$ cat src/hw/rtl/bpf_pkg.sv
// ----------------------------------------------------------------------------
// bpf_pkg: shared types and constants of the Bezier path flattener
// Request/result payloads, queue entry layout, segment codes and the
// fixed-point sizes used by the forward-difference evaluator.
// ----------------------------------------------------------------------------
package bpf_pkg;

    // Segments per curve; must be a power of two.
    localparam int SEGMENTS = 32;
    localparam int SEG_LOG  = $clog2(SEGMENTS);
    localparam int CNT_W    = $clog2(SEGMENTS + 1);

    // Exact numerator accumulators (values stay well below 2^50).
    localparam int ACC_W    = 64;
    localparam int CUBE_SEG = SEGMENTS * SEGMENTS * SEGMENTS;
    localparam logic [ACC_W-1:0] RND_BIAS = ACC_W'(CUBE_SEG / 2);

    // Scaled point differences built by the front end.
    localparam int E1_W = 35;
    localparam int E2_W = 36;
    localparam int E3_W = 36;

    localparam int QUEUE_DEPTH = 2;
    localparam int QPTR_W      = (QUEUE_DEPTH > 1) ? $clog2(QUEUE_DEPTH) : 1;
    localparam int QCNT_W      = $clog2(QUEUE_DEPTH + 1);

    // Request segment kinds.
    localparam logic [2:0] REQ_CLOSE = 3'd0;
    localparam logic [2:0] REQ_MOVE  = 3'd1;
    localparam logic [2:0] REQ_LINE  = 3'd2;
    localparam logic [2:0] REQ_QUAD  = 3'd3;
    localparam logic [2:0] REQ_CUBIC = 3'd4;

    // Result kinds.
    localparam logic [1:0] KIND_CLOSE = 2'd0;
    localparam logic [1:0] KIND_MOVE  = 2'd1;
    localparam logic [1:0] KIND_LINE  = 2'd2;

    typedef enum logic [1:0] {
        CMD_CLOSE = 2'd0,
        CMD_MOVE  = 2'd1,
        CMD_LINE  = 2'd2,
        CMD_CURVE = 2'd3
    } cmd_t;

    typedef struct packed {
        logic [2:0]  req_type;
        logic [31:0] ctl1_x;
        logic [31:0] ctl1_y;
        logic [31:0] ctl2_x;
        logic [31:0] ctl2_y;
        logic [31:0] ctl3_x;
        logic [31:0] ctl3_y;
    } seg_req_t;

    typedef struct packed {
        logic [1:0]  out_kind;
        logic [31:0] out_x;
        logic [31:0] out_y;
        logic        last_of_run;
    } pt_res_t;

    // Per-axis data: start point plus scaled differences (two's complement).
    typedef struct packed {
        logic [31:0]     p0;
        logic [E1_W-1:0] e1;
        logic [E2_W-1:0] e2;
        logic [E3_W-1:0] e3;
    } axis_coef_t;

    typedef struct packed {
        cmd_t       cmd;
        axis_coef_t ax;
        axis_coef_t ay;
    } q_entry_t;

endpackage

$ cat src/hw/rtl/bpf_front.sv
// ----------------------------------------------------------------------------
// bpf_front: request intake and classification
// Tracks the pen position, decodes the segment kind and prepares scaled
// control-point differences for the back end.
// ----------------------------------------------------------------------------
module bpf_front (
    input  logic               clk,
    input  logic               rst_n,
    input  logic               req_valid,
    output logic               req_ready,
    input  bpf_pkg::seg_req_t  req_data,
    input  logic               q_full,
    output logic               push,
    output bpf_pkg::q_entry_t  push_data
);
    import bpf_pkg::*;

    logic [31:0] ref_x_reg, ref_x_next;
    logic [31:0] ref_y_reg, ref_y_next;
    logic        accept;
    logic        known;

    // Quadratic: e1 = 2(p1-p0), e2 = p0-2p1+p2, e3 = 0
    // Cubic:     e1 = 3(p1-p0), e2 = 3(p0-2p1+p2), e3 = p3-3p2+3p1-p0
    function automatic axis_coef_t prep_axis(input logic [31:0] a0, input logic [31:0] a1,
                                             input logic [31:0] a2, input logic [31:0] a3,
                                             input logic cubic);
        logic signed [E1_W-1:0] d1;
        logic signed [E2_W-1:0] d2;
        logic signed [E3_W-1:0] dd;
        logic signed [E3_W-1:0] d3;
        axis_coef_t             c;
        d1 = E1_W'($signed(a1)) - E1_W'($signed(a0));
        d2 = E2_W'($signed(a0)) - (E2_W'($signed(a1)) <<< 1) + E2_W'($signed(a2));
        dd = E3_W'($signed(a1)) - E3_W'($signed(a2));
        d3 = E3_W'($signed(a3)) - E3_W'($signed(a0)) + (dd <<< 1) + dd;
        c.p0 = a0;
        if (cubic)
        begin
            c.e1 = (d1 <<< 1) + d1;
            c.e2 = (d2 <<< 1) + d2;
            c.e3 = d3;
        end
        else
        begin
            c.e1 = d1 <<< 1;
            c.e2 = d2;
            c.e3 = '0;
        end
        return c;
    endfunction

    assign req_ready = !q_full;
    assign accept    = req_valid && req_ready;
    assign push      = accept && known;

    always_comb
    begin
        known      = 1'b1;
        ref_x_next = ref_x_reg;
        ref_y_next = ref_y_reg;
        push_data  = '0;
        unique case (req_data.req_type)
            REQ_CLOSE:
            begin
                push_data.cmd = CMD_CLOSE;
                ref_x_next    = '0;
                ref_y_next    = '0;
            end
            REQ_MOVE, REQ_LINE:
            begin
                push_data.cmd   = (req_data.req_type == REQ_MOVE) ? CMD_MOVE : CMD_LINE;
                push_data.ax.p0 = req_data.ctl1_x;
                push_data.ay.p0 = req_data.ctl1_y;
                ref_x_next      = req_data.ctl1_x;
                ref_y_next      = req_data.ctl1_y;
            end
            REQ_QUAD:
            begin
                push_data.cmd = CMD_CURVE;
                push_data.ax  = prep_axis(ref_x_reg, req_data.ctl1_x, req_data.ctl2_x,
                                          req_data.ctl2_x, 1'b0);
                push_data.ay  = prep_axis(ref_y_reg, req_data.ctl1_y, req_data.ctl2_y,
                                          req_data.ctl2_y, 1'b0);
                ref_x_next    = req_data.ctl2_x;
                ref_y_next    = req_data.ctl2_y;
            end
            REQ_CUBIC:
            begin
                push_data.cmd = CMD_CURVE;
                push_data.ax  = prep_axis(ref_x_reg, req_data.ctl1_x, req_data.ctl2_x,
                                          req_data.ctl3_x, 1'b1);
                push_data.ay  = prep_axis(ref_y_reg, req_data.ctl1_y, req_data.ctl2_y,
                                          req_data.ctl3_y, 1'b1);
                ref_x_next    = req_data.ctl3_x;
                ref_y_next    = req_data.ctl3_y;
            end
            default:
                known = 1'b0;  // undefined kinds are dropped
        endcase
    end

    always_ff @(posedge clk or negedge rst_n)
    begin
        if (!rst_n)
        begin
            ref_x_reg <= '0;
            ref_y_reg <= '0;
        end
        else if (push)
        begin
            ref_x_reg <= ref_x_next;
            ref_y_reg <= ref_y_next;
        end
    end

endmodule

$ cat config.mk
export PLATFORM = sky130hd
export DESIGN_NAME = bpf_front
export DESIGN_NICKNAME = d
export VERILOG_FILES = /design/src/hw/rtl/bpf_pkg.sv /design/src/hw/rtl/bpf_front.sv
export SDC_FILE = /design/constraint.sdc
export NUM_CORES = 2
export LEC_CHECK = 0
export ABC_AREA = 1
export BUFFER_PORTS_ARGS = -buffer_cell sky130_fd_sc_hd__buf_2
export CORE_UTILIZATION = 39
export CTS_CLUSTER_DIAMETER = 120
export DETAILED_ROUTE_END_ITERATION = 16
export PLACE_DENSITY = 0.57
export SYNTH_ARGS = -nofsm -noshare
export SYNTH_HDL_FRONTEND = slang
export SYNTH_SLANG_ARGS = --single-unit
$ cat constraint.sdc
create_clock -name clk -period 11.2 [get_ports clk]
set_input_delay 0 -clock clk [delete_from_list [all_inputs] [get_ports clk]]
set_output_delay 0 -clock clk [all_outputs]
set_load 0.02 [all_outputs]
Word-level counts from Yosys, hierarchy flattened
Index checks and enable logic that the tools add are counted.
{"block": "op_classes", "add_sub_neg": 18, "eq_ne": 4, "mux": 9, "reduce_logical": 9}
{"cell": "107-bit one-hot mux with 2 select lines", "n": 2}
{"cell": "32-bit one-hot mux with 4 select lines", "n": 2}
{"cell": "32-bit by 32-bit subtractor with 33-bit output", "n": 6}
{"cell": "32-bit one-hot mux with 2 select lines", "n": 2}
{"cell": "35-bit by 33-bit adder with 36-bit output", "n": 2}
{"cell": "36-bit by 35-bit adder with 36-bit output", "n": 2}
{"cell": "33-bit by 34-bit adder with 35-bit output", "n": 2}
{"cell": "34-bit by 32-bit adder with 35-bit output", "n": 2}
{"cell": "34-bit by 33-bit adder with 35-bit output", "n": 2}
{"cell": "32-bit by 33-bit subtractor with 34-bit output", "n": 2}
{"cell": "3-bit by 2-bit equality test with 1-bit output, second input constant", "n": 2}
{"cell": "5-bit OR reduction", "n": 1}
{"cell": "2-bit one-hot mux with 2 select lines", "n": 1}
{"cell": "4-bit nonzero test", "n": 1}
{"cell": "2-bit OR reduction", "n": 2}
{"cell": "3-bit by 1-bit equality test with 1-bit output, second input constant", "n": 1}
{"cell": "3-bit equality test, second input constant", "n": 1}
{"cell": "3-bit zero test", "n": 1}
{"cell": "1-bit logical AND", "n": 2}
{"cell": "2-bit two-way mux", "n": 1}
{"cell": "2-bit AND reduction", "n": 1}
{"cell": "1-bit zero test", "n": 1}
{"cell": "1-bit two-way mux", "n": 1}
{"block": "totals", "reg_bits": 64, "inputBits": 199, "out_inout_bits": 282, "elab_cells": 42}

Logic depth before layout (Yosys ltp)
{"block": "logic_depth", "ltp_word": 5, "depth_mapped": 26, "mapped_depth_nobuf": 26}

Worst setup path before layout
No wires, ideal clock.
{"block": "synth_timing", "kind": "input to output", "from": "in req_data[160] (netlist bit)", "to": "out push_data[173] (netlist bit)", "arrival_ps": 3916, "required_ps": 11200, "setup_slack_ps": 7284, "cell_stages": 22, "n_path_buf": 0, "path_cell_list": "inv_1 ha_1 fa_1 o21ai_2 a21oi_1 o21ai_2 nand2_1 nand2_1 xnor2_1 inv_1 fa_1 inv_1 fa_1 inv_1 ha_1 a21oi_1 o21ai_0 a21oi_1 nor2_1 nor2_1 a21oi_1 nor2_1"}
{"element": "from (decl)", "line": "bpf_front.sv:11", "source": "input bpf_pkg::seg_req_t req_data,"}
{"element": "to (decl)", "line": "bpf_front.sv:14", "source": "output bpf_pkg::q_entry_t push_data"}

==> results.toml <==
[cts]
cts_resized = 0
cts_tree = "built"
htree_levels = 3
cts_made_buffers = 9
clk_latency_ns = 0.38
cts_buffer_depth = 2
root_buffer = "clkbuf_16"
clock_sinks = 64
clk_pin_slew_ns = 0.07

[synthesis]
synth_edf_count = 0
ys_types = 51
syn_nets = 7216
ys.flop_type = "dfrtp_1"
yosys_register_bits = 64
syn-cell-area_mm2 = 0.0365
seq_area_frac_synth = 0.0439
synth.avg_cell_area_um2 = 5.70
synth.area.top_cells = "nand2_1, ha_1, fa_1"
synth_top_area_frac = 0.192
synth-async-reset-ratio = 1.00
ys_warn_count = 0
postSynthCellCount = 6405
synth_top_cell_by_area = "nand2_1"

[run_status]
status = "finished clean"

[final_layout]
syn_to_final_growth_pct = 11.1
fillers = 10500
final_area_mm2 = 0.0406
drive_gt1_frac = 0.0818
final_nets = 7640
stdcell_count = 8078

[hold_path]
hold_path_class = "input pin to register"
hold_depth = 5
hold_path.startpoint = "req_data[57]"
hold-path-endpoint = "ref_x_reg[25]"

[power_and_ir_drop]
ir_drop_uv = 253
power.total_mw = 12.8
leakage_nw = 22.0
cellPowerDensity_mw_per_mm2 = 315

[sta]
setup_tns_ns = 0
setup_ws_ns = 6.12
fmax_mhz = 197
period_share = 0.454
maxSlewHeadroom = 0.325
skew_ns = 0
hold_viol = 0
tightest_slew_ns = 1.01
slew_viol_final = 0
fin_crit_ns = 5.08
setup_viol = 0
rsz0062_at_grt = "false"

[worst_setup_path]
crit_buf_inv = 3
critPathLaunchType = "register"
path_class = "register to output port"
worstPathCellList = "inv_1 > fa_1 > inv_1 > ha_1 > nand2_1 > nand3_1 > nand2_1 > nand2_1 > xor2_1 > ha_1 > a21oi_1 > nand2_1 > nand2_1 > nand3_1 > nand2_1 > nand2_1 > nand2_1 > nand2_1 > nand2_1 > nand3_1 > nand2_1 > buf_2"
r2r_cells = 2
critical_path.max_stage_delay_ns = 0.65
crit_top_cell = "nand2_1"
rr_startpoint = "ref_y_reg[31]"
worstPathMaxFanout = 6
cp.arrival_ns = 5.08
slowest_stage = "xor2_1"
worstPathRequired_ns = 11.20
end_kind = "output port"
reg2reg_slack_ns = 9.99
r2r_end = "ref_y_reg[31]"
cp_top_family = "simple AND/OR/NAND/NOR gates"

[detailed_routing]
ant_nets = 0
vias = 44700
routed_wl_mm = 171
vias_per_cell = 5.54
wl_per_cell_um = 21.2
drc = 0
drtIter0Drc = 4566
drt_pass1_iterations = 8

[floorplanning]
core_area_mm2 = 0.0922
boundaryPins = 481
die-area_mm2 = 0.0948
die_x_um = 308
rows = 111
initial_core_util = 0.396
die_y_um = 308

[placed_design]
gp_congestion = 1.03
place_inst = 8060
place_area_mm2 = 0.0402
preCtsSetupSlack_ns = 6.38
port_buffers = 480
dp.final_hpwl_mm = 149

[job]
max_cap_viol_count = 0

[global_route]
antenna_found_initial = 6
grt_max_degree = 86
grt_usage = 0.348
grt_pass1_vias = 41500
grt.overflow.total = 0
grt_pass1_wl_mm = 252
power by group:
| part | switching (mW) | internal (mW) |
|---|---|---|
| sequential | 0.0355 | 0.269 |
| combinational | 8.36 | 3.75 |
| clock | 0.146 | 0.203 |
cell type report:
type                       count  area (um^2)  area share
multi-input combinational   5198        30600       0.754
inverter                    1064         4000      0.0986
timing repair buffer         492         2500      0.0616
sequential                    64         1600      0.0395
tap                         1243         1560      0.0383
clock buffer                  10          239     0.00589
clock inverter                 6         91.3     0.00225
antenna                        1         2.50   0.0000617
kinds of logic after synthesis:
logic type      count (synthesis)  share of synthesized area
buf+inv                      1143                      0.119
compound gates               1268                      0.192
fa+ha+maj                     612                      0.252
xor+xnor                      138                     0.0335
simple gates                 3180                      0.359
flops                          64                     0.0439
worst register-to-register path: stages (launching register included):
cell	delay [ns]
dfrtp_1	0.46
inv_1	0.44
o21ai_0	0.18
worst max path at each step:
stage	start	end	slack [ns]	cells after the start
global placement	req_data[160]	push_data[160]	6.39	25
floorplan	req_data[160]	push_data[173]	7.28	22
global route	ref_y_reg[14]	push_data[65]	5.90	21
CTS	ref_x_reg[21]	push_data[210]	6.24	23
detailed placement	req_data[160]	push_data[160]	6.38	25
finish	ref_x_reg[2]	push_data[201]	6.12	22
metal layers:
layer | global-route usage | vias up | part of all wire
met1 | 0.528 | 21000 | 0.48
li1 | - | 21600 | -
met3 | 0.0351 | 185 | 0.081
met5 | 0 | - | 0.00011
met4 | 0.0886 | 2 | 0.025
met2 | 0.519 | 1856 | 0.41
cells in the mapped netlist, drive strengths merged (18+ instances only):
cell type  number
fa            206
o211ai         32
and2           63
nand3b         39
buf            43
nand4          54
xor2           94
a21o           18
o21ai         503
clkbuf         36
a21oi         563
o221ai         34
nor2          632
nor3           78
ha            406
dfrtp          64
o21a           22
xnor2          44
nand3         416
o21bai         53
nand2        1865
inv          1064
placed cells by master (no fill, tap or decap), types with 92 or more instances in the layout:
master / Yosys / final
nor2_1: 629 / 628
nand3_1: 416 / 416
buf_2: 39 / 479
a21oi_1: 556 / 556
nand2_1: 1862 / 1860
o21ai_0: 465 / 465
xor2_1: 92 / 92
fa_1: 206 / 206
ha_1: 406 / 406
inv_1: 1060 / 1059
metrics by stage:
stage,hold WS (ns),utilization
after detailed placement,-0.0906,0.436
after CTS,0.00742,0.440
after global routing,0.0543,0.440
after floorplan,-0.296,-
final,0.0202,0.440
after global placement,-0.0952,0.436
repair_timing:
| action | CTS | global route |
|---|---|---|
| buffers inserted | 0 | 0 |
| hold buffers | 1 | 0 |
| endpoints found under the hold margin | 16 | 0 |
Power figures use the tool's default switching activity.
