File: src/hw/rtl/bpf_pkg.sv
// ----------------------------------------------------------------------------
// bpf_pkg: shared types and constants of the Bezier path flattener
// Request/result payloads, queue entry layout, segment codes and the
// fixed-point sizes used by the forward-difference evaluator.
// ----------------------------------------------------------------------------
package bpf_pkg;

    // Segments per curve; must be a power of two.
    localparam int SEGMENTS = 32;
    localparam int SEG_LOG  = $clog2(SEGMENTS);
    localparam int CNT_W    = $clog2(SEGMENTS + 1);

    // Exact numerator accumulators (values stay well below 2^50).
    localparam int ACC_W    = 64;
    localparam int CUBE_SEG = SEGMENTS * SEGMENTS * SEGMENTS;
    localparam logic [ACC_W-1:0] RND_BIAS = ACC_W'(CUBE_SEG / 2);

    // Scaled point differences built by the front end.
    localparam int E1_W = 35;
    localparam int E2_W = 36;
    localparam int E3_W = 36;

    localparam int QUEUE_DEPTH = 2;
    localparam int QPTR_W      = (QUEUE_DEPTH > 1) ? $clog2(QUEUE_DEPTH) : 1;
    localparam int QCNT_W      = $clog2(QUEUE_DEPTH + 1);

    // Request segment kinds.
    localparam logic [2:0] REQ_CLOSE = 3'd0;
    localparam logic [2:0] REQ_MOVE  = 3'd1;
    localparam logic [2:0] REQ_LINE  = 3'd2;
    localparam logic [2:0] REQ_QUAD  = 3'd3;
    localparam logic [2:0] REQ_CUBIC = 3'd4;

    // Result kinds.
    localparam logic [1:0] KIND_CLOSE = 2'd0;
    localparam logic [1:0] KIND_MOVE  = 2'd1;
    localparam logic [1:0] KIND_LINE  = 2'd2;

    typedef enum logic [1:0] {
        CMD_CLOSE = 2'd0,
        CMD_MOVE  = 2'd1,
        CMD_LINE  = 2'd2,
        CMD_CURVE = 2'd3
    } cmd_t;

    typedef struct packed {
        logic [2:0]  req_type;
        logic [31:0] ctl1_x;
        logic [31:0] ctl1_y;
        logic [31:0] ctl2_x;
        logic [31:0] ctl2_y;
        logic [31:0] ctl3_x;
        logic [31:0] ctl3_y;
    } seg_req_t;

    typedef struct packed {
        logic [1:0]  out_kind;
        logic [31:0] out_x;
        logic [31:0] out_y;
        logic        last_of_run;
    } pt_res_t;

    // Per-axis data: start point plus scaled differences (two's complement).
    typedef struct packed {
        logic [31:0]     p0;
        logic [E1_W-1:0] e1;
        logic [E2_W-1:0] e2;
        logic [E3_W-1:0] e3;
    } axis_coef_t;

    typedef struct packed {
        cmd_t       cmd;
        axis_coef_t ax;
        axis_coef_t ay;
    } q_entry_t;

endpackage

File: src/hw/rtl/bpf_back.sv
// ----------------------------------------------------------------------------
// bpf_back: segment execution and point generation
// Passes close/move/line through and walks curves by exact third-order
// forward differencing, one rounded point per cycle unless the result is stalled.
// ----------------------------------------------------------------------------
module bpf_back (
    input  logic               clk,
    input  logic               rst_n,
    input  logic               head_valid,
    input  bpf_pkg::q_entry_t  head,
    output logic               pop,
    output logic               res_valid,
    input  logic               res_ready,
    output bpf_pkg::pt_res_t   res_data
);
    import bpf_pkg::*;

    typedef enum logic [2:0] {
        ST_IDLE = 3'b001,
        ST_LOAD = 3'b010,
        ST_RUN  = 3'b100
    } state_t;

    // Numerator N^3 * B(i) and its forward differences for one axis.
    typedef struct packed {
        logic [ACC_W-1:0] f;
        logic [ACC_W-1:0] d1;
        logic [ACC_W-1:0] d2;
        logic [ACC_W-1:0] d3;
    } acc_t;

    state_t           state_reg, state_next;
    logic [CNT_W-1:0] cnt_reg, cnt_next;
    acc_t             acc_x_reg, acc_x_next;
    acc_t             acc_y_reg, acc_y_next;
    logic             res_valid_reg, res_valid_next;
    pt_res_t          res_reg, res_next;
    logic             can_load;
    logic             last_pt;

    // num(i) = a + b i + c i^2 + d i^3 with a = p0 N^3, b = e1 N^2, c = e2 N, d = e3
    function automatic acc_t setup_axis(input axis_coef_t c);
        logic signed [ACC_W-1:0] b;
        logic signed [ACC_W-1:0] cc;
        logic signed [ACC_W-1:0] d;
        logic signed [ACC_W-1:0] d6;
        acc_t                    r;
        b    = ACC_W'($signed(c.e1)) <<< (2 * SEG_LOG);
        cc   = ACC_W'($signed(c.e2)) <<< SEG_LOG;
        d    = ACC_W'($signed(c.e3));
        d6   = (d <<< 2) + (d <<< 1);
        r.f  = ACC_W'($signed(c.p0)) <<< (3 * SEG_LOG);
        r.d1 = b + cc + d;
        r.d2 = (cc <<< 1) + d6;
        r.d3 = d6;
        return r;
    endfunction

    function automatic acc_t step_axis(input acc_t a);
        acc_t r;
        r.f  = a.f + a.d1;
        r.d1 = a.d1 + a.d2;
        r.d2 = a.d2 + a.d3;
        r.d3 = a.d3;
        return r;
    endfunction

    // floor(num / N^3 + 1/2); the sample is a convex combination, so 32 bits hold it
    function automatic logic [31:0] round_pt(input logic [ACC_W-1:0] f);
        logic signed [ACC_W-1:0] s;
        s = $signed(f + RND_BIAS) >>> (3 * SEG_LOG);
        return s[31:0];
    endfunction

    assign can_load  = !res_valid_reg || res_ready;
    assign last_pt   = (cnt_reg == CNT_W'(SEGMENTS));
    assign res_valid = res_valid_reg;
    assign res_data  = res_reg;

    always_comb
    begin
        state_next     = state_reg;
        cnt_next       = cnt_reg;
        acc_x_next     = acc_x_reg;
        acc_y_next     = acc_y_reg;
        res_valid_next = res_valid_reg && !res_ready;
        res_next       = res_reg;
        pop            = 1'b0;
        unique case (state_reg)
            ST_IDLE:
            begin
                if (head_valid)
                begin
                    if (head.cmd == CMD_CURVE)
                        state_next = ST_LOAD;
                    else if (can_load)
                    begin
                        res_valid_next       = 1'b1;
                        res_next.last_of_run = 1'b1;
                        res_next.out_x       = head.ax.p0;
                        res_next.out_y       = head.ay.p0;
                        unique case (head.cmd)
                            CMD_MOVE: res_next.out_kind = KIND_MOVE;
                            CMD_LINE: res_next.out_kind = KIND_LINE;
                            default:
                            begin
                                res_next.out_kind = KIND_CLOSE;
                                res_next.out_x    = '0;
                                res_next.out_y    = '0;
                            end
                        endcase
                        pop = 1'b1;
                    end
                end
            end
            ST_LOAD:
            begin
                acc_x_next = setup_axis(head.ax);
                acc_y_next = setup_axis(head.ay);
                cnt_next   = '0;
                state_next = ST_RUN;
            end
            ST_RUN:
            begin
                if (can_load)
                begin
                    res_valid_next       = 1'b1;
                    res_next.out_kind    = KIND_LINE;
                    res_next.out_x       = round_pt(acc_x_reg.f);
                    res_next.out_y       = round_pt(acc_y_reg.f);
                    res_next.last_of_run = last_pt;
                    acc_x_next           = step_axis(acc_x_reg);
                    acc_y_next           = step_axis(acc_y_reg);
                    cnt_next             = cnt_reg + CNT_W'(1);
                    if (last_pt)
                    begin
                        pop        = 1'b1;
                        state_next = ST_IDLE;
                    end
                end
            end
            default:
                state_next = ST_IDLE;
        endcase
    end

    always_ff @(posedge clk or negedge rst_n)
    begin
        if (!rst_n)
        begin
            state_reg     <= ST_IDLE;
            cnt_reg       <= '0;
            res_valid_reg <= 1'b0;
        end
        else
        begin
            state_reg     <= state_next;
            cnt_reg       <= cnt_next;
            res_valid_reg <= res_valid_next;
        end
    end

    always_ff @(posedge clk)
    begin
        acc_x_reg <= acc_x_next;
        acc_y_reg <= acc_y_next;
        res_reg   <= res_next;
    end

    a_pop_nonempty: assert property (@(posedge clk) disable iff (!rst_n)
        pop |-> head_valid)
        else $error("pop from empty queue");

    a_last_marked: assert property (@(posedge clk) disable iff (!rst_n)
        (state_reg == ST_RUN && can_load && last_pt) |=> (res_valid && res_data.last_of_run))
        else $error("final curve point not marked");

    a_cnt_bound: assert property (@(posedge clk) disable iff (!rst_n)
        (state_reg == ST_RUN) |-> (cnt_reg <= CNT_W'(SEGMENTS)))
        else $error("sample counter past end of curve");

endmodule

File: config.mk
export PLATFORM = sky130hd
export DESIGN_NAME = bpf_back
export DESIGN_NICKNAME = d
export VERILOG_FILES = /design/src/hw/rtl/bpf_pkg.sv /design/src/hw/rtl/bpf_back.sv
export SDC_FILE = /design/constraint.sdc
export NUM_CORES = 2
export LEC_CHECK = 0
export ABC_CLOCK_PERIOD_IN_PS = 15900
export BUFFER_PORTS_ARGS = -buffer_cell sky130_fd_sc_hd__buf_2
export CAP_MARGIN = 20
export CORE_MARGIN = 10
export CORE_UTILIZATION = 55
export CTS_CLUSTER_DIAMETER = 30
export DETAILED_ROUTE_END_ITERATION = 6
export PLACE_DENSITY = 0.86
export SETUP_SLACK_MARGIN = 0.5
export SLEW_MARGIN = 20
export SYNTH_ARGS = -nofsm -noshare
export SYNTH_HDL_FRONTEND = slang
export SYNTH_SLANG_ARGS = --single-unit
File: constraint.sdc
create_clock -name clk -period 15.9 [get_ports clk]
set_input_delay 0.795 -clock clk [delete_from_list [all_inputs] [get_ports clk]]
set_output_delay 0.795 -clock clk [all_outputs]
set_load 0.03 [all_outputs]
Yosys cells after proc, flatten, opt, wreduce, memory -nomap -nowiden --
Cells that the tools add are included. Widths: inputs -> output; s select.
Cells by class: add/sub/neg operators 17, equal/unequal tests 13, muxes and demuxes 28, bitwise operators 1, reductions and logical operators 11
Operators with widths (count):
- $pmux 256 s2 | 2
- $mux 256 | 2
- $add 64x64->64 | 6
- $mux 67 | 4
- $pmux 67 s2 | 1
- $add 46x36->47 | 2
- $add 47x15->47 const B | 2
- $add 45x41->46 | 2
- $add 42x39->43 | 2
- $add 38x37->39 | 2
- $mux 64 | 1
- $mux 3 | 4
- $ne 2x2->1 const B | 6
- $pmux 6 s2 | 1
- $pmux 3 s3 | 1
- $mux 1 | 8
- $add 6x1->6 const B | 1
- $eq 6x6->1 const B | 1
- $mux 6 | 1
- $reduce_and 5->1 | 1
- $eq 2x2->1 const B | 2
- $pmux 1 s2 | 2
- $pmux 2 s2 | 1
- $reduce_and 2->1 | 2
- 11 further kinds | 13
Word-level totals: flip-flop bits (word level) 589, input bits 284, output and inout port bits 69, word-level logic and storage cells 85

Logic depth before layout (Yosys ltp) --
depth in word-level cells 7, gate-level depth with buffers 24

Worst setup path before layout --
No wires, ideal clock.
path type register to register, from register state_reg[0], to register cnt_reg[5], library setup time 0.304 ns, arrival time 15.840 ns, data required time 15.596 ns, setup slack -0.244 ns, cell stages (with the launch flop) 7, path through dfstp_2 -> nand2b_1 -> o22ai_1 -> and4_1 -> nand3_1 -> xor2_1 -> nor2_1
Between the ends: cells in the longest elaborated chain, start to end 3, elaborated cells between the ends (all ways) 6
RTL lines:
- from (decl) | line bpf_back.sv:32 | state_t state_reg, state_next;
- from (signal assigned) | line bpf_back.sv:157 | state_reg <= state_next;
- $eq 3x3->1 / $eq 3x2->1 (equally long branches) | line bpf_back.sv:89 | unique case (state_reg)
- $ne 2x2->1 (no line) / $reduce_bool 2->1 (equally long branches)
- $reduce_and 2->1 (no line)
- to (signal assigned) | line bpf_back.sv:158 | cnt_reg <= cnt_next;
- to (decl) | line bpf_back.sv:33 | logic [CNT_W-1:0] cnt_reg, cnt_next;
Several ways; a longest one is shown, not always the timed one. A chain may end at the register's enable or synchronous reset.

==> metrics.txt <==
Mapped Avg Cell Area 8.80 um2; CP Class in2reg; WL per Instance 21.0 um; R2R depth 13; leakage power 22.3 nW; Initial DRC Count 4,406; Slew Limit Fails 0; P_int 3.46 mW; crit share post-route 0.414; PortBufs 352; Worst Path Arrival about 7 ns; M1 wire length roughly 60 mm; post-detail-place hpwl ~110 mm; CTS tree done; clk sink count about 430; Hold EP acc_y_reg[128]; Clock power frac 0.424; Clock Tree Buf Depth 3; async set-or-reset flop fraction in the synthesized netlist 0.0231; met3 routed WL 12.8 mm; Post-DP Area roughly 48,000 um2; Core Footprint a little over 80,000 um2; drt first pass iters 7; GRT Util Overall 0.282; source of the critical timing path head[0]; hold_ws 0.336 ns; power density over the cells 99.6 nW/um2; Clk Latency, worst-skew pair 0.68 ns; Worst setup EP type flip-flop; clock skew 0.0471 ns; RR Endpoint acc_x_reg[234]; GRT Residual Overflow 0; Post-Route WL between 100 and 150 mm; Reg2Reg Setup Slack about 11 ns; design area approximately 52,000 um2; Post-Synthesis Cell Area around 46,000 um2; setup TNS 0 ns; YS warnings 0; Max VDD drop just over 80 uV; CTS resizes 0; Via density ~6.4; drt drc 23; Tmin final 6.59 ns; Top delay family on crit path compound AO/OA/AOI/OAI gates; first-pass GRT wire length 218 mm; TritonCTS Buffers 106; setup repair after global routing missed its margin no; switching power total 1.72 mW; fillers between 6k and 7k; clk slew on worst S/H paths 0.05 ns; worst path required time 16.31 ns; Syn Nets 6,090; Fin. Hold Viols 0; largest net degree at the start of global routing between 100 and 150; CP bufs+invs 2; reg-to-reg critical path startpoint acc_x_reg[128]; worst-path fanout max 9; CP startpoint kind input pin; Placer Congestion 1.01; Initial Utilization 0.557; slowest cell delay on critical path just over 0.7 ns; Max-slew headroom 0.279; switching share of power 0.332; number of setup violations in the final report 0; Die W 309 um; final core utilization 0.631; Max Cap Viol 0; Max Freq 152 MHz; Overall Power between 5 and 6 mW; flops & latches, synth between 400 and 500; Die Area 95,300 um2; hold crit path type in2reg; Highest Signal Layer met5; failing checks DRC; sequential share of power 0.266; Boundary Pins ~350; Syn-to-layout area delta 13.3%; initial antenna violation count 9; Yosys cell types about 100; worst slew pin tran 1.08 ns; post-synthesis sequential area ratio 0.283; Cell Chain, Critical Path buf_2 -> ha_1 -> inv_1 -> fa_1 -> nor2b_1 -> o21ai_0 -> a21boi_1 -> o31ai_1 -> a221oi_1 -> a41oi_1 -> o31ai_1 -> xor2_1 -> ha_1 -> a21o_1 -> a21o_1 -> a221o_1 -> or3b_1 -> o211ai_2 -> o21ai_2 -> a211o_1 -> a21oi_2 -> xnor2_1 -> mux2_4; hold path start head[0]; CP max stage cell a221oi_1; hold path depth 1; vias in the first global route 40.6k; Final nets 6,360; Vias 42.2k; Syn Inst Count 5,211; Die Height 309 um; H-tree depth 3; Top FF cell, synth edfxtp_1; clock root buffer clkbuf_16; status finished, violations left; Met2 Routed Length slightly above 60 mm; ANT nets after route 0; layout cells sized above 1 0.107; number of synthesized flops with an enable pin 423; FP Rows 105; Comb pwr share 0.310
[power by group through the flow]
stage	Sequential (mW)	Combinational, mW	Clock [mW]
2_1_floorplan	1.42	1.09	0
3_5_place_dp	1.40	1.55	0
6_report	1.38	1.60	2.19
5_1_grt	1.38	1.75	2.27
4_1_cts	1.38	1.57	2.21
3_3_place_gp	1.40	1.52	0
[metrics by stage]
stage / std cells / setup slack (ns)
finish: 6648 / 9.31
global route: 6647 / 9.14
CTS: 6642 / 9.58
detailed placement: 6442 / 8.93
global placement: 6442 / 9.10
floorplan: 5211 / 6.37
[routing by layer]
layer,up-vias,global-route usage
li1,20100,-
met1,19800,0.387
met4,4,0.117
met5,-,0
met3,319,0.0460
met2,2005,0.439
[logic make-up after synthesis]
group           after synthesis  share of synthesized area
buf+inv                     338                     0.0288
xor+xnor                    489                     0.0934
flops                       433                      0.283
fa+ha+maj                   595                      0.176
mux                          23                    0.00516
simple gates               1483                      0.159
compound gates             1850                      0.256
[how the worst max path moves through the flow]
stage,endpoint,slack (ns),cells after the start
2_1_floorplan,cnt_reg[5],6.37,8
3_3_place_gp,acc_y_reg[105],9.10,23
3_5_place_dp,acc_y_reg[105],8.93,23
4_1_cts,acc_y_reg[105],9.58,23
5_1_grt,acc_y_reg[105],9.14,23
6_report,acc_y_reg[105],9.31,23
[worst reg2reg max path, cell delays in order (launching register included)]
cell and delay (ns):
edfxtp_1 0.35, ha_1 0.21, inv_1 0.06, fa_1 0.39
nor2b_1 0.22, o31a_1 0.20, o21ai_0 0.18, o211ai_1 0.40
o211ai_1 0.40, a311oi_1 0.97, o21bai_1 0.28, a21oi_1 0.33
mux2i_1 0.22, o311ai_0 0.13
[cell type report]
class                           count  area (um2)  share of cell area
Antenna cell                        6        15.0            0.000289
Clock buffer                      123        2720              0.0523
Clock inverter                     76         911              0.0175
Inverter                          131         492             0.00947
Multi-Input combinational cell   4440       31600               0.609
Sequential cell                   433       13000               0.249
Tap cell                         1070        1340              0.0258
Timing Repair Buffer              369        1890              0.0364
[synth_stat cells, types with 11 or more instances]
cell type	n	area (um2)
o22ai_1	11	68.8
a21oi_1	529	2650
xor2_1	220	1930
nor3_1	70	350
nor2_1	328	1230
o31ai_1	34	255
nand2_1	451	1690
a221oi_1	15	131
nor2b_1	50	313
nand2b_1	68	425
a41oi_1	16	140
a21o_1	339	2540
o21ai_1	12	60.1
a211oi_1	58	435
o211ai_1	37	278
o21a_1	47	353
and2_1	97	607
inv_1	131	492
clkbuf_1	187	702
o21bai_1	86	646
or3_1	23	144
o21ai_0	447	2240
fa_1	82	1640
and3_1	63	394
edfxtp_1	423	12700
xnor2_1	269	2360
nand4_1	92	576
a21boi_0	14	105
nand3_1	117	586
nand3b_1	68	510
and4_1	13	114
mux2i_1	21	210
a31oi_1	67	419
ha_1	513	6420
[cell usage in the layout, fill, tap and decap left out, types with 15 or more instances in the layout]
cell         n
clkinv_2    15
a21o_1     339
bufinv_16   15
nor3_1      69
nand3_1    117
xnor2_1    269
or3_1       23
o211ai_1    37
a211oi_1    58
clkbuf_16  106
nand4_1     92
a21oi_1    529
mux2i_1     21
and3_1      63
a31oi_1     67
o21ai_0    447
nand2b_1    67
edfxtp_1   423
buf_2      352
nand2_1    451
clkbuf_1    17
ha_1       512
nor2_1     327
buf_4       16
inv_1      131
fa_1        82
a221oi_1    15
o21bai_1    86
xor2_1     220
o31ai_1     34
nor2b_1     49
and2_1      97
nand3b_1    68
o21a_1      47
a41oi_1     16
clkinv_1    15
[repair_timing]
action	CTS	global route
hold buffers	1	0
buffers inserted	0	0
endpoints found under the hold margin	9	0
No activity file was read; power rests on OpenSTA's default activity.
