`src/hw/rtl/bpf_pkg.sv`:
```
// ----------------------------------------------------------------------------
// bpf_pkg: shared types and constants of the Bezier path flattener
// Request/result payloads, queue entry layout, segment codes and the
// fixed-point sizes used by the forward-difference evaluator.
// ----------------------------------------------------------------------------
package bpf_pkg;

    // Segments per curve; must be a power of two.
    localparam int SEGMENTS = 32;
    localparam int SEG_LOG  = $clog2(SEGMENTS);
    localparam int CNT_W    = $clog2(SEGMENTS + 1);

    // Exact numerator accumulators (values stay well below 2^50).
    localparam int ACC_W    = 64;
    localparam int CUBE_SEG = SEGMENTS * SEGMENTS * SEGMENTS;
    localparam logic [ACC_W-1:0] RND_BIAS = ACC_W'(CUBE_SEG / 2);

    // Scaled point differences built by the front end.
    localparam int E1_W = 35;
    localparam int E2_W = 36;
    localparam int E3_W = 36;

    localparam int QUEUE_DEPTH = 2;
    localparam int QPTR_W      = (QUEUE_DEPTH > 1) ? $clog2(QUEUE_DEPTH) : 1;
    localparam int QCNT_W      = $clog2(QUEUE_DEPTH + 1);

    // Request segment kinds.
    localparam logic [2:0] REQ_CLOSE = 3'd0;
    localparam logic [2:0] REQ_MOVE  = 3'd1;
    localparam logic [2:0] REQ_LINE  = 3'd2;
    localparam logic [2:0] REQ_QUAD  = 3'd3;
    localparam logic [2:0] REQ_CUBIC = 3'd4;

    // Result kinds.
    localparam logic [1:0] KIND_CLOSE = 2'd0;
    localparam logic [1:0] KIND_MOVE  = 2'd1;
    localparam logic [1:0] KIND_LINE  = 2'd2;

    typedef enum logic [1:0] {
        CMD_CLOSE = 2'd0,
        CMD_MOVE  = 2'd1,
        CMD_LINE  = 2'd2,
        CMD_CURVE = 2'd3
    } cmd_t;

    typedef struct packed {
        logic [2:0]  req_type;
        logic [31:0] ctl1_x;
        logic [31:0] ctl1_y;
        logic [31:0] ctl2_x;
        logic [31:0] ctl2_y;
        logic [31:0] ctl3_x;
        logic [31:0] ctl3_y;
    } seg_req_t;

    typedef struct packed {
        logic [1:0]  out_kind;
        logic [31:0] out_x;
        logic [31:0] out_y;
        logic        last_of_run;
    } pt_res_t;

    // Per-axis data: start point plus scaled differences (two's complement).
    typedef struct packed {
        logic [31:0]     p0;
        logic [E1_W-1:0] e1;
        logic [E2_W-1:0] e2;
        logic [E3_W-1:0] e3;
    } axis_coef_t;

    typedef struct packed {
        cmd_t       cmd;
        axis_coef_t ax;
        axis_coef_t ay;
    } q_entry_t;

endpackage

```
`src/hw/rtl/bpf_queue.sv`:
```
// ----------------------------------------------------------------------------
// bpf_queue: short FIFO between front and back end
// Register-based entries, one write and one read port.
// ----------------------------------------------------------------------------
module bpf_queue (
    input  logic               clk,
    input  logic               rst_n,
    input  logic               push,
    input  bpf_pkg::q_entry_t  push_data,
    output logic               full,
    input  logic               pop,
    output logic               head_valid,
    output bpf_pkg::q_entry_t  head
);
    import bpf_pkg::*;

    q_entry_t           mem_reg [QUEUE_DEPTH];
    logic [QPTR_W-1:0]  wr_ptr_reg, wr_ptr_next;
    logic [QPTR_W-1:0]  rd_ptr_reg, rd_ptr_next;
    logic [QCNT_W-1:0]  count_reg, count_next;

    function automatic logic [QPTR_W-1:0] ptr_inc(input logic [QPTR_W-1:0] p);
        if (p == QPTR_W'(QUEUE_DEPTH - 1))
            return '0;
        else
            return p + QPTR_W'(1);
    endfunction

    assign full       = (count_reg == QCNT_W'(QUEUE_DEPTH));
    assign head_valid = (count_reg != '0);
    assign head       = mem_reg[rd_ptr_reg];

    always_comb
    begin
        wr_ptr_next = push ? ptr_inc(wr_ptr_reg) : wr_ptr_reg;
        rd_ptr_next = pop  ? ptr_inc(rd_ptr_reg) : rd_ptr_reg;
        count_next  = count_reg + QCNT_W'(push) - QCNT_W'(pop);
    end

    always_ff @(posedge clk or negedge rst_n)
    begin
        if (!rst_n)
        begin
            wr_ptr_reg <= '0;
            rd_ptr_reg <= '0;
            count_reg  <= '0;
        end
        else
        begin
            wr_ptr_reg <= wr_ptr_next;
            rd_ptr_reg <= rd_ptr_next;
            count_reg  <= count_next;
        end
    end

    always_ff @(posedge clk)
    begin
        if (push)
            mem_reg[wr_ptr_reg] <= push_data;
    end

    a_no_overflow: assert property (@(posedge clk) disable iff (!rst_n)
        push |-> !full)
        else $error("queue push while full");

    a_no_underflow: assert property (@(posedge clk) disable iff (!rst_n)
        pop |-> (count_reg != '0))
        else $error("queue pop while empty");

    a_count_bound: assert property (@(posedge clk) disable iff (!rst_n)
        count_reg <= QCNT_W'(QUEUE_DEPTH))
        else $error("queue count out of range");

endmodule

```
`config.mk`:
```
export PLATFORM = sky130hd
export DESIGN_NAME = bpf_queue
export DESIGN_NICKNAME = d
export VERILOG_FILES = /design/src/hw/rtl/bpf_pkg.sv /design/src/hw/rtl/bpf_queue.sv
export SDC_FILE = /design/constraint.sdc
export NUM_CORES = 1
export LEC_CHECK = 0
export ABC_AREA = 1
export BUFFER_PORTS_ARGS = -buffer_cell sky130_fd_sc_hd__buf_2
export CORE_ASPECT_RATIO = 0.6
export CORE_MARGIN = 2
export CORE_UTILIZATION = 45
export DETAILED_ROUTE_END_ITERATION = 16
export PLACE_DENSITY = 0.76
export REMOVE_ABC_BUFFERS = 1
export SYNTH_ARGS = -nofsm -noshare
export SYNTH_HDL_FRONTEND = slang
export SYNTH_SLANG_ARGS = --single-unit
```
`constraint.sdc`:
```
create_clock -name clk -period 13 [get_ports clk]
set_clock_uncertainty 0.2 [all_clocks]
set_input_delay 3.9 -clock clk [delete_from_list [all_inputs] [get_ports clk]]
set_output_delay 3.9 -clock clk [all_outputs]
set_load 0.03 [all_outputs]
```
Yosys cells after proc, flatten, opt, wreduce, memory -nomap -nowiden
Memory sizes are Yosys's and may differ from the RTL's. Cells that the tools add are included.

Bits in registers: 4. Memory bits (read-only): 0. Memories kept: 1. Memory bits (writable): 560. Input bits: 284. Latch bits: 0. Output and inout port bits: 282.

Memories: mem_reg (words 2, bits a word 280, read ports 1, clocked after Yosys merged registers in 0, write ports 1, RTL line bpf_queue.sv:17) `q_entry_t mem_reg [QUEUE_DEPTH];`.

Bitwise logic cells: 0. Divide/modulo/power cells: 0. Order comparisons: 0. Eq/ne operators: 1. Muxes and demuxes: 4. Shift-type cells: 0. Add/subtract/negate cells: 4. Reduce and logical (&&, ||, !) cells: 1. Multiply operators: 0.

Operators with widths (number): $mux 1 (4); $add 1x1->1 const B (2); $add 2x1->2 (1); $eq 2x2->1 const B (1); $reduce_bool 2->1 (1); $sub 2x1->2 (1).

Depth between registers and ports, before layout
Gate-level depths: netlist of run 1.

Depth after elaboration: 2. Gate-level depth with buffers: 7.

Worst setup path before layout of run 1
No wires, ideal clock.

Path type: input to register. Start: in push. End: mem mem_reg[0][0] (netlist name) (enable). Buffers on the path: 0. Arrival: 15.635 ns. Slack: -3.769 ns. Cell stages on the path: 2. Path through: inv_1 -> nor2_1.

Longest elaborated chain between the ends: 2.

RTL lines: from (decl) (RTL line bpf_queue.sv:8) `input logic push,`; $mux 1 (RTL line bpf_queue.sv:58) `if (push)`; $mux 1 (implied by the code) (RTL line bpf_queue.sv:59) `mem_reg[wr_ptr_reg] <= push_data;`; to (decl) (RTL line bpf_queue.sv:17).

No other way between the ends.

==> impl.org, run 1 <==
** Detailed routing
- Dividing the detail-routed wire length by the instance count gives 16.55 um.
- Detail Route Antenna Nets :: 0
- Average vias per placed instance :: 4.682
- Final wirelength :: 45160 um
- In the routed design, unresolved DRC markers number 0.
- The detailed router placed 12.78k vias in this run.
- For this block, the initial DRC count from the detailed router was 1114.
- Number of iterations in the first detailed-routing pass :: 5

** Critical path
- Kind of start point of the critical path :: register
- Start of the worst register-to-register path :: wr_ptr_reg$_DFFE_PN0P_
- Sort of element at the end of the critical path :: output pin
- Launching instance or port of the critical path :: rd_ptr_reg$_DFFE_PN0P_
- At the worst endpoint, the required time is 8.90 ns.
- The worst register-to-register path has a setup slack of 10.07 ns.
- RR Endpoint :: mem_reg[0][183]$_DFFE_PP_
- In this run the worst path has a maximum fanout of 114.
- In this run the worst setup path terminates at head[175].
- For the worst flop-to-flop path, the logic depth is 3.
- Data on the critical path arrives at its endpoint at 3.31 ns.
- Category of the critical setup timing path :: reg2out

** Clocking
- Post-cts gate resize count :: 0
- H-tree depth :: 2
- Buffers inserted to repair hold after CTS numbered 0.
- Post-CTS setup repair buffer count :: 0
- Clock tree from TritonCTS :: yes
- After clock tree synthesis, the clock-pin slew on the worst setup and hold paths is 0.07 ns.
- Cell chosen for the clock root :: clkbuf_16
- No sink is reached through more buffers than the 3 on the longest clock path.
- Clock buffer count from CTS :: 50
- Clock sink count :: 564
- Worst-skew pair later-pin latency :: 0.55 ns

** Floorplanning
- Die H :: 170.8 um
- The region available for standard cell placement spans 46020 um2.
- The floorplan step defined a die boundary enclosing 48170 um2.
- Die Wd :: 282.0 um
- In this run the count of I/O pins placed on the die edge is 566.
- Effective utilization at floorplan :: 0.4534
- Site Rows :: 61

** Synth
- The largest total area in the synthesized netlist belongs to edfxtp_1.
- Netlist Area Pre-Place :: 20870 um2
- Post-synth cell types :: 14
- After synthesis, the cell types taking the most area are edfxtp_1, o21ai_0, inv_1, nand2_1, buf_4.
- Part of the Yosys area used for sequential elements :: 0.8106
- Of the post-synthesis cell area, the dominant cell type holds 0.8059.
- The Yosys step of the flow raised 0 warnings.
- In the synthesized netlist, the number of instances is 1487.
- A synthesized cell averages 14.03 um2.
- Number of synthesized register bits :: 564

** Place
- The HPWL after detailed placement is 31040 um.
- Number of buffers added on ports :: 565
- The congestion estimate from routability-driven global placement came to 0.8997.

** Global route
- For this run, the total global-route usage over all layers was measured as 0.1781.
- Vias in the first global route :: 12.43k
- Global-route wire length before repair :: 66380 um
- Total global routing overflow :: 0
- Initial antenna violation count :: 14
- Entering global routing, the biggest net connects 132 pins.

** Timing
- For the pin with the worst max-slew slack, the measured transition is 1.116 ns.
- Period utilization :: 0.5699
- Worst slew margin relative to its limit :: 0.2563
- The final max-slew violation count came to 0.
- Finish-stage setup viols :: 0
- Achievable clock frequency :: 0.1350 GHz
- Unrepaired setup endpoints after global routing :: false
- Final sum of negative setup slack :: 0 ns
- Count of final hold-check violations :: 0
- Hold timing on the final database bottoms out at a slack of 0.3472 ns.
- Min cycle time layout :: 7.409 ns

** Finish
- The top cell types in the final layout, fill and taps aside, are buf_2, edfxtp_1, nand2_1.
- Number of nets in the layout :: 2339
- Most common cell after layout, fill and taps aside :: buf_2
- The layout has 3693 filler cells.
- Relative to the synthesized area, the layout overhead comes to 23.82%.
- Fraction of final layout cells with drive strength greater than 1 :: 0.3106
- The register with the most flip-flops in the layout has 560 of them.

** Pwr
- Across the VDD grid, the largest voltage drop is 0.1331 mV.
- In this run the static leakage power is 10.97 nW.
- Pwr Density :: 241.1 nW/um2

** Min path
- The tightest min-delay check is of the reg2reg type.

** Job
- Count of maximum capacitance violations :: 0

** Status
- Status :: completed
## per-stage QoR
| stage | instances | util | cell area, um2 | worst slack (ns) | power (mW) |
|---|---|---|---|---|---|
| after floorplan | 1425 | - | 20530 | -3.769 | 4.389 |
| after global placement | 2631 | 0.5268 | 24240 | 6.209 | 4.815 |
| after detailed placement | 2631 | 0.5268 | 24240 | 6.168 | 4.859 |
| after CTS | 2723 | 0.5611 | 25820 | 5.540 | 6.306 |
| after global routing | 2727 | 0.5613 | 25830 | 5.286 | 6.557 |
| final | 2729 | 0.5614 | 25840 | 5.591 | 6.228 |
## critical path, stage by stage, from the launching register on
cell and delay [ns]:
dfrtp_4 0.40, buf_4 0.70, buf_4 0.88, o21ai_0 0.39
buf_2 0.28
## cells by family (layout without fill, tap and decap cells)
logic type / count (synthesis) / count (layout) / synth area share
AO/OA/AOI/OAI: 280 / 280 / 0.06715
XOR/XNOR: 2 / 2 / 0.0008396
adder cells (fa/ha/maj): 2 / 2 / 0.001199
buffers and inverters: 349 / 955 / 0.06793
flip-flops: 564 / 564 / 0.8106
other: 0 / 6 / 0
AND/OR/NAND/NOR: 290 / 290 / 0.05222
## cell usage after synthesis
library cell / count
edfxtp_1: 560
inv_1: 287
nand2_1: 287
o21ai_0: 247
o21ai_1: 33
clkbuf_1: 27
buf_4: 23
buf_2: 11
dfrtp_1: 4
ha_1: 2
nor2_1: 2
xor2_1: 2
buf_6: 1
nand3_1: 1
## worst min-delay path by stage
stage	start	to	cells after the start
CTS	wr_ptr_reg$_DFFE_PN0P_	wr_ptr_reg$_DFFE_PN0P_	1
floorplan	wr_ptr_reg$_DFFE_PN0P_	wr_ptr_reg$_DFFE_PN0P_	1
detailed placement	wr_ptr_reg$_DFFE_PN0P_	wr_ptr_reg$_DFFE_PN0P_	1
global placement	wr_ptr_reg$_DFFE_PN0P_	wr_ptr_reg$_DFFE_PN0P_	1
global route	wr_ptr_reg$_DFFE_PN0P_	wr_ptr_reg$_DFFE_PN0P_	1
finish	wr_ptr_reg$_DFFE_PN0P_	wr_ptr_reg$_DFFE_PN0P_	1
## area by class of cell
cell class,instances,area (um2),area share
clock inverter,31,265.3,0.01027
inverter,287,1085,0.04198
antenna,6,15.01,0.0005811
tap,630,788.3,0.03051
clock buffer,61,1314,0.05085
timing repair buffer,576,2910,0.1126
multi-input combinational,574,2541,0.09835
sequential,564,16920,0.6548
## routing by layer
metal | vias up | routed length (um) | global-route usage
met5 | - | 60 | 0
met4 | 10 | 1400 | 0.05828
met3 | 104 | 3931 | 0.05203
met2 | 484 | 22340 | 0.3004
met1 | 6018 | 17430 | 0.2217
li1 | 6162 | - | -
## power by group
group | total (mW) | internal [mW] | switching (mW)
clock | 1.43 | 0.802 | 0.627
combinational | 2.30 | 0.517 | 1.78
sequential | 2.50 | 2.42 | 0.0810
(Power assumes the default switching activity.)
==> inputs of run 2 (changes only) <==
--- a/config.mk
+++ b/config.mk
@@ -5,13 +5,13 @@
 export SDC_FILE = /design/constraint.sdc
 export NUM_CORES = 1
 export LEC_CHECK = 0
-export ABC_AREA = 1
+export ABC_AREA = 0
 export BUFFER_PORTS_ARGS = -buffer_cell sky130_fd_sc_hd__buf_2
 export CORE_ASPECT_RATIO = 0.6
 export CORE_MARGIN = 2
 export CORE_UTILIZATION = 45
 export DETAILED_ROUTE_END_ITERATION = 16
-export PLACE_DENSITY = 0.76
+export PLACE_DENSITY = 0.73
 export REMOVE_ABC_BUFFERS = 1
 export SYNTH_ARGS = -nofsm -noshare
 export SYNTH_HDL_FRONTEND = slang
==> constraint.sdc (replaced) <==
create_clock -name clk -period 7.2 [get_ports clk]
set_clock_uncertainty 0.2 [all_clocks]
set_input_delay 2.16 -clock clk [delete_from_list [all_inputs] [get_ports clk]]
set_output_delay 2.16 -clock clk [all_outputs]
set_load 0.03 [all_outputs]
==> run 2 against run 1 <==
Worst hold slack improved by 0.0090 ns. Critical endpoint is now head[85]. Cell count decreased by 21%. Worst setup slack worse by 3.5 ns.
==> impl.org, run 2 <==
** Synth
- Cell taking the most area after synthesis :: edfxtp_1
- The most common cell in the synthesized netlist is edfxtp_1.
- Of all flip-flops after synthesis, the portion carrying an async set or reset was 0.007092.
- Counting flops with a built-in enable in the synthesized netlist gives 560.
- Counting instances in the post-synthesis netlist gives the leading cell types as edfxtp_1, mux2_2, mux2_4.
- Post-synth cell types :: 14
- Number of cells produced by synthesis :: 886
- Leading register cell type out of synthesis :: edfxtp_1
- In the post-synthesis netlist, the biggest area contributors are edfxtp_1, mux2_2, mux2_4, buf_6, dfrtp_1.
- During synthesis, Yosys emitted a total of 0 warnings.
- Counting flops and latches in the post-synthesis netlist gives 564.
- Part of the Yosys area used for sequential elements :: 0.8152
- Netlist Area Pre-Place :: 20750 um2
- Per-instance average area after synthesis :: 23.42 um2
- Post-synth top area share :: 0.8104

** Place
- The congestion estimate from routability-driven global placement came to 0.7927.
- The HPWL after detailed placement is 29610 um.
- Number of buffers added on ports :: 565

** Floorplanning
- The die is 281.2 um wide.
- Effective utilization at floorplan :: 0.4592
- For this design the top-level I/O count stands at 566.
- The floorplan step defined a die boundary enclosing 47900 um2.
- Die H :: 170.3 um
- Std-Cell Core Area :: 45190 um2
- Row generation in the floorplan step produced 60 rows.

** Clocking
- Count of hold-fix buffers inserted at cts :: 0
- The tree is rooted in a clkbuf_16.
- Clock tree from TritonCTS :: yes
- Maximum count of clock buffers along a single path :: 3
- TritonCTS created 51 clock buffers.
- H-tree depth :: 2
- The later pin in the worst-skew pair is clocked with a latency of 0.56 ns.
- Clock-pin slew on the worst setup and hold paths :: 0.07 ns
- Post-cts gate resize count :: 0
- Clock tree synthesis found a total of 564 sinks.
- Post-CTS setup repair buffer count :: 0

** Detailed routing
- For this block, the routed nets add up to 43680 um of wire.
- Remaining routing DRC violations :: 0
- For this block, the via count after detailed routing is 10.51k.
- The first detailed-routing pass ran for 4 iterations.
- Detail Route Antenna Nets :: 0
- Drt initial violations :: 778
- In the final routed layout, each cell accounts on average for 20.27 um.
- Dividing the detail-routed via count by the number of cells gives 4.877.

** Status
- The run finished with clean final reports.

** Critical path
- Sort of element at the end of the critical path :: output pin
- For the worst setup path, the data required time is 4.84 ns.
- By startpoint and endpoint, the worst setup path is classified as reg2out.
- In this run the worst path has a maximum fanout of 69.
- Kind of start point of the critical path :: register
- Signal arrival time at the worst endpoint :: 2.71 ns

** Job
- Across the run, the number of max-cap violations was 0.

** Timing
- In this run the tightest slew margin relative to its limit is 0.3487.
- Period utilization :: 0.7039
- The number of hold-slack violations in the final timing report is 0.
- Counting I/O delays and the setup requirement, the final critical path takes 5.068 ns.
- Finish-stage setup viols :: 0
- Tightest Pin Transition :: 0.9769 ns
- Unrepaired setup endpoints after global routing :: false
- The final max-slew violation count is 0.
- Static timing analysis puts the maximum clock frequency at 0.1973 GHz.

** Global route
- The first global-routing pass estimated 62980 um of wire.
- For met1 alone, demand over resource in global routing was 0.2068.
- Total global routing overflow :: 0
- In the global route stage, met3 resource usage came out at 0.05464.
- Vias in the first global route :: 10.88k
- M2 GR Usage :: 0.2983
- Initial antenna violation count :: 17
- Entering global routing, the biggest net connects 143 pins.
- For this run, the total global-route usage over all layers was measured as 0.1736.
- The global routing stage identified its most utilized layer as met2.

** Min path
- Worst hold path class :: reg2reg

** Finish
- Number of nets in the layout :: 1771
- Number of fill cells :: 3440
- From synthesis to final layout, the design area changed by 25.38%.
- Most common cell after layout, fill and taps aside :: buf_2
- Core occupancy in the finished layout :: 0.5757
- In the layout the commonest cells are buf_2, edfxtp_1, mux2_2.
- Of the cells placed in the final design, the portion with a size suffix greater than 1 is 0.6151.
- The register with the most flip-flops in the layout has 560 of them.

** Pwr
- In this run the power density over the cells is 435.6 nW/um2.
- Maximum vdd ir drop :: 0.2886 mV
- The design draws 11.33 mW.
- In this run the static leakage power is 9.999 nW.
run 2: cell types whose count changed after synthesis, sizes merged, moves of 4 or more:
cell and change:
buf -4, mux2 +280, nand2 -287, clkbuf -27, o21ai -280, inv -285
run 2: worst max-delay path, stage by stage, from the launching register on:
cell and delay (ns):
dfrtp_4 0.96, buf_12 0.41, mux2_2 0.41, buf_2 0.18
run 2: power breakdown:
group / leakage [nW] / internal, mW / switching [mW]
logic: 3.86 / 1.42 / 2.59
registers: 5.30 / 4.36 / 0.202
clock network: 0.842 / 1.60 / 1.16
total: 10.0 / 7.38 / 3.95
run 2: routing by layer:
| metal | up-vias | part of all wire |
|---|---|---|
| met1 | 5279 | 0.39 |
| met5 | - | 0.0012 |
| li1 | 4764 | - |
| met2 | 356 | 0.50 |
| met3 | 103 | 0.073 |
| met4 | 8 | 0.031 |
run 2: stage by stage:
stage | TNS (ns) | std cells | area, um2 | hold slack (ns) | setup WS (ns)
after global routing | 0 | 2153 | 26010 | 0.3660 | 1.994
after CTS | 0 | 2145 | 25990 | 0.3651 | 2.100
after floorplan | -3830.44 | 855 | 20510 | 0.2531 | -8.161
after global placement | 0 | 2052 | 24290 | 0.3276 | 2.726
final | 0 | 2155 | 26020 | 0.3562 | 2.132
after detailed placement | 0 | 2052 | 24290 | 0.3539 | 2.727
run 2: final timing paths:
| check | startpoint | to | slack (ns) | cells past startpoint |
|---|---|---|---|---|
| max | rd_ptr_reg$_DFFE_PN0P_ | head[85] | 2.13 | 3 |
| min | wr_ptr_reg$_DFFE_PN0P_ | wr_ptr_reg$_DFFE_PN0P_ | 0.36 | 1 |
| max reg2reg | wr_ptr_reg$_DFFE_PN0P_ | mem_reg[0][130]$_DFFE_PP_ | 4.74 | 2 |
| min reg2reg | wr_ptr_reg$_DFFE_PN0P_ | wr_ptr_reg$_DFFE_PN0P_ | 0.36 | 1 |
| max in group asynchronous | rst_n | rd_ptr_reg$_DFFE_PN0P_ | 5.45 | 1 |
| min in group asynchronous | rst_n | wr_ptr_reg$_DFFE_PN0P_ | 1.20 | 1 |
run 2: kinds of logic after synthesis:
group | synth area share
xor gates and xnor gates | 0.001990
buffers and inverters | 0.01218
adders and majority gates | 0.001206
muxes | 0.1682
and+or+nand+nor | 0.001206
DFF | 0.8152
run 2: cell type report:
class	instances	area, um2	share of cell area
diodes	10	25.02	0.0009618
clock buffers	61	1356	0.05213
clock inverters	32	347.8	0.01337
inverters	2	7.507	0.0002885
multi-input cells	289	3592	0.1381
flip-flops and latches	564	16920	0.6503
well taps	620	775.7	0.02982
repair buffers	577	2993	0.1150
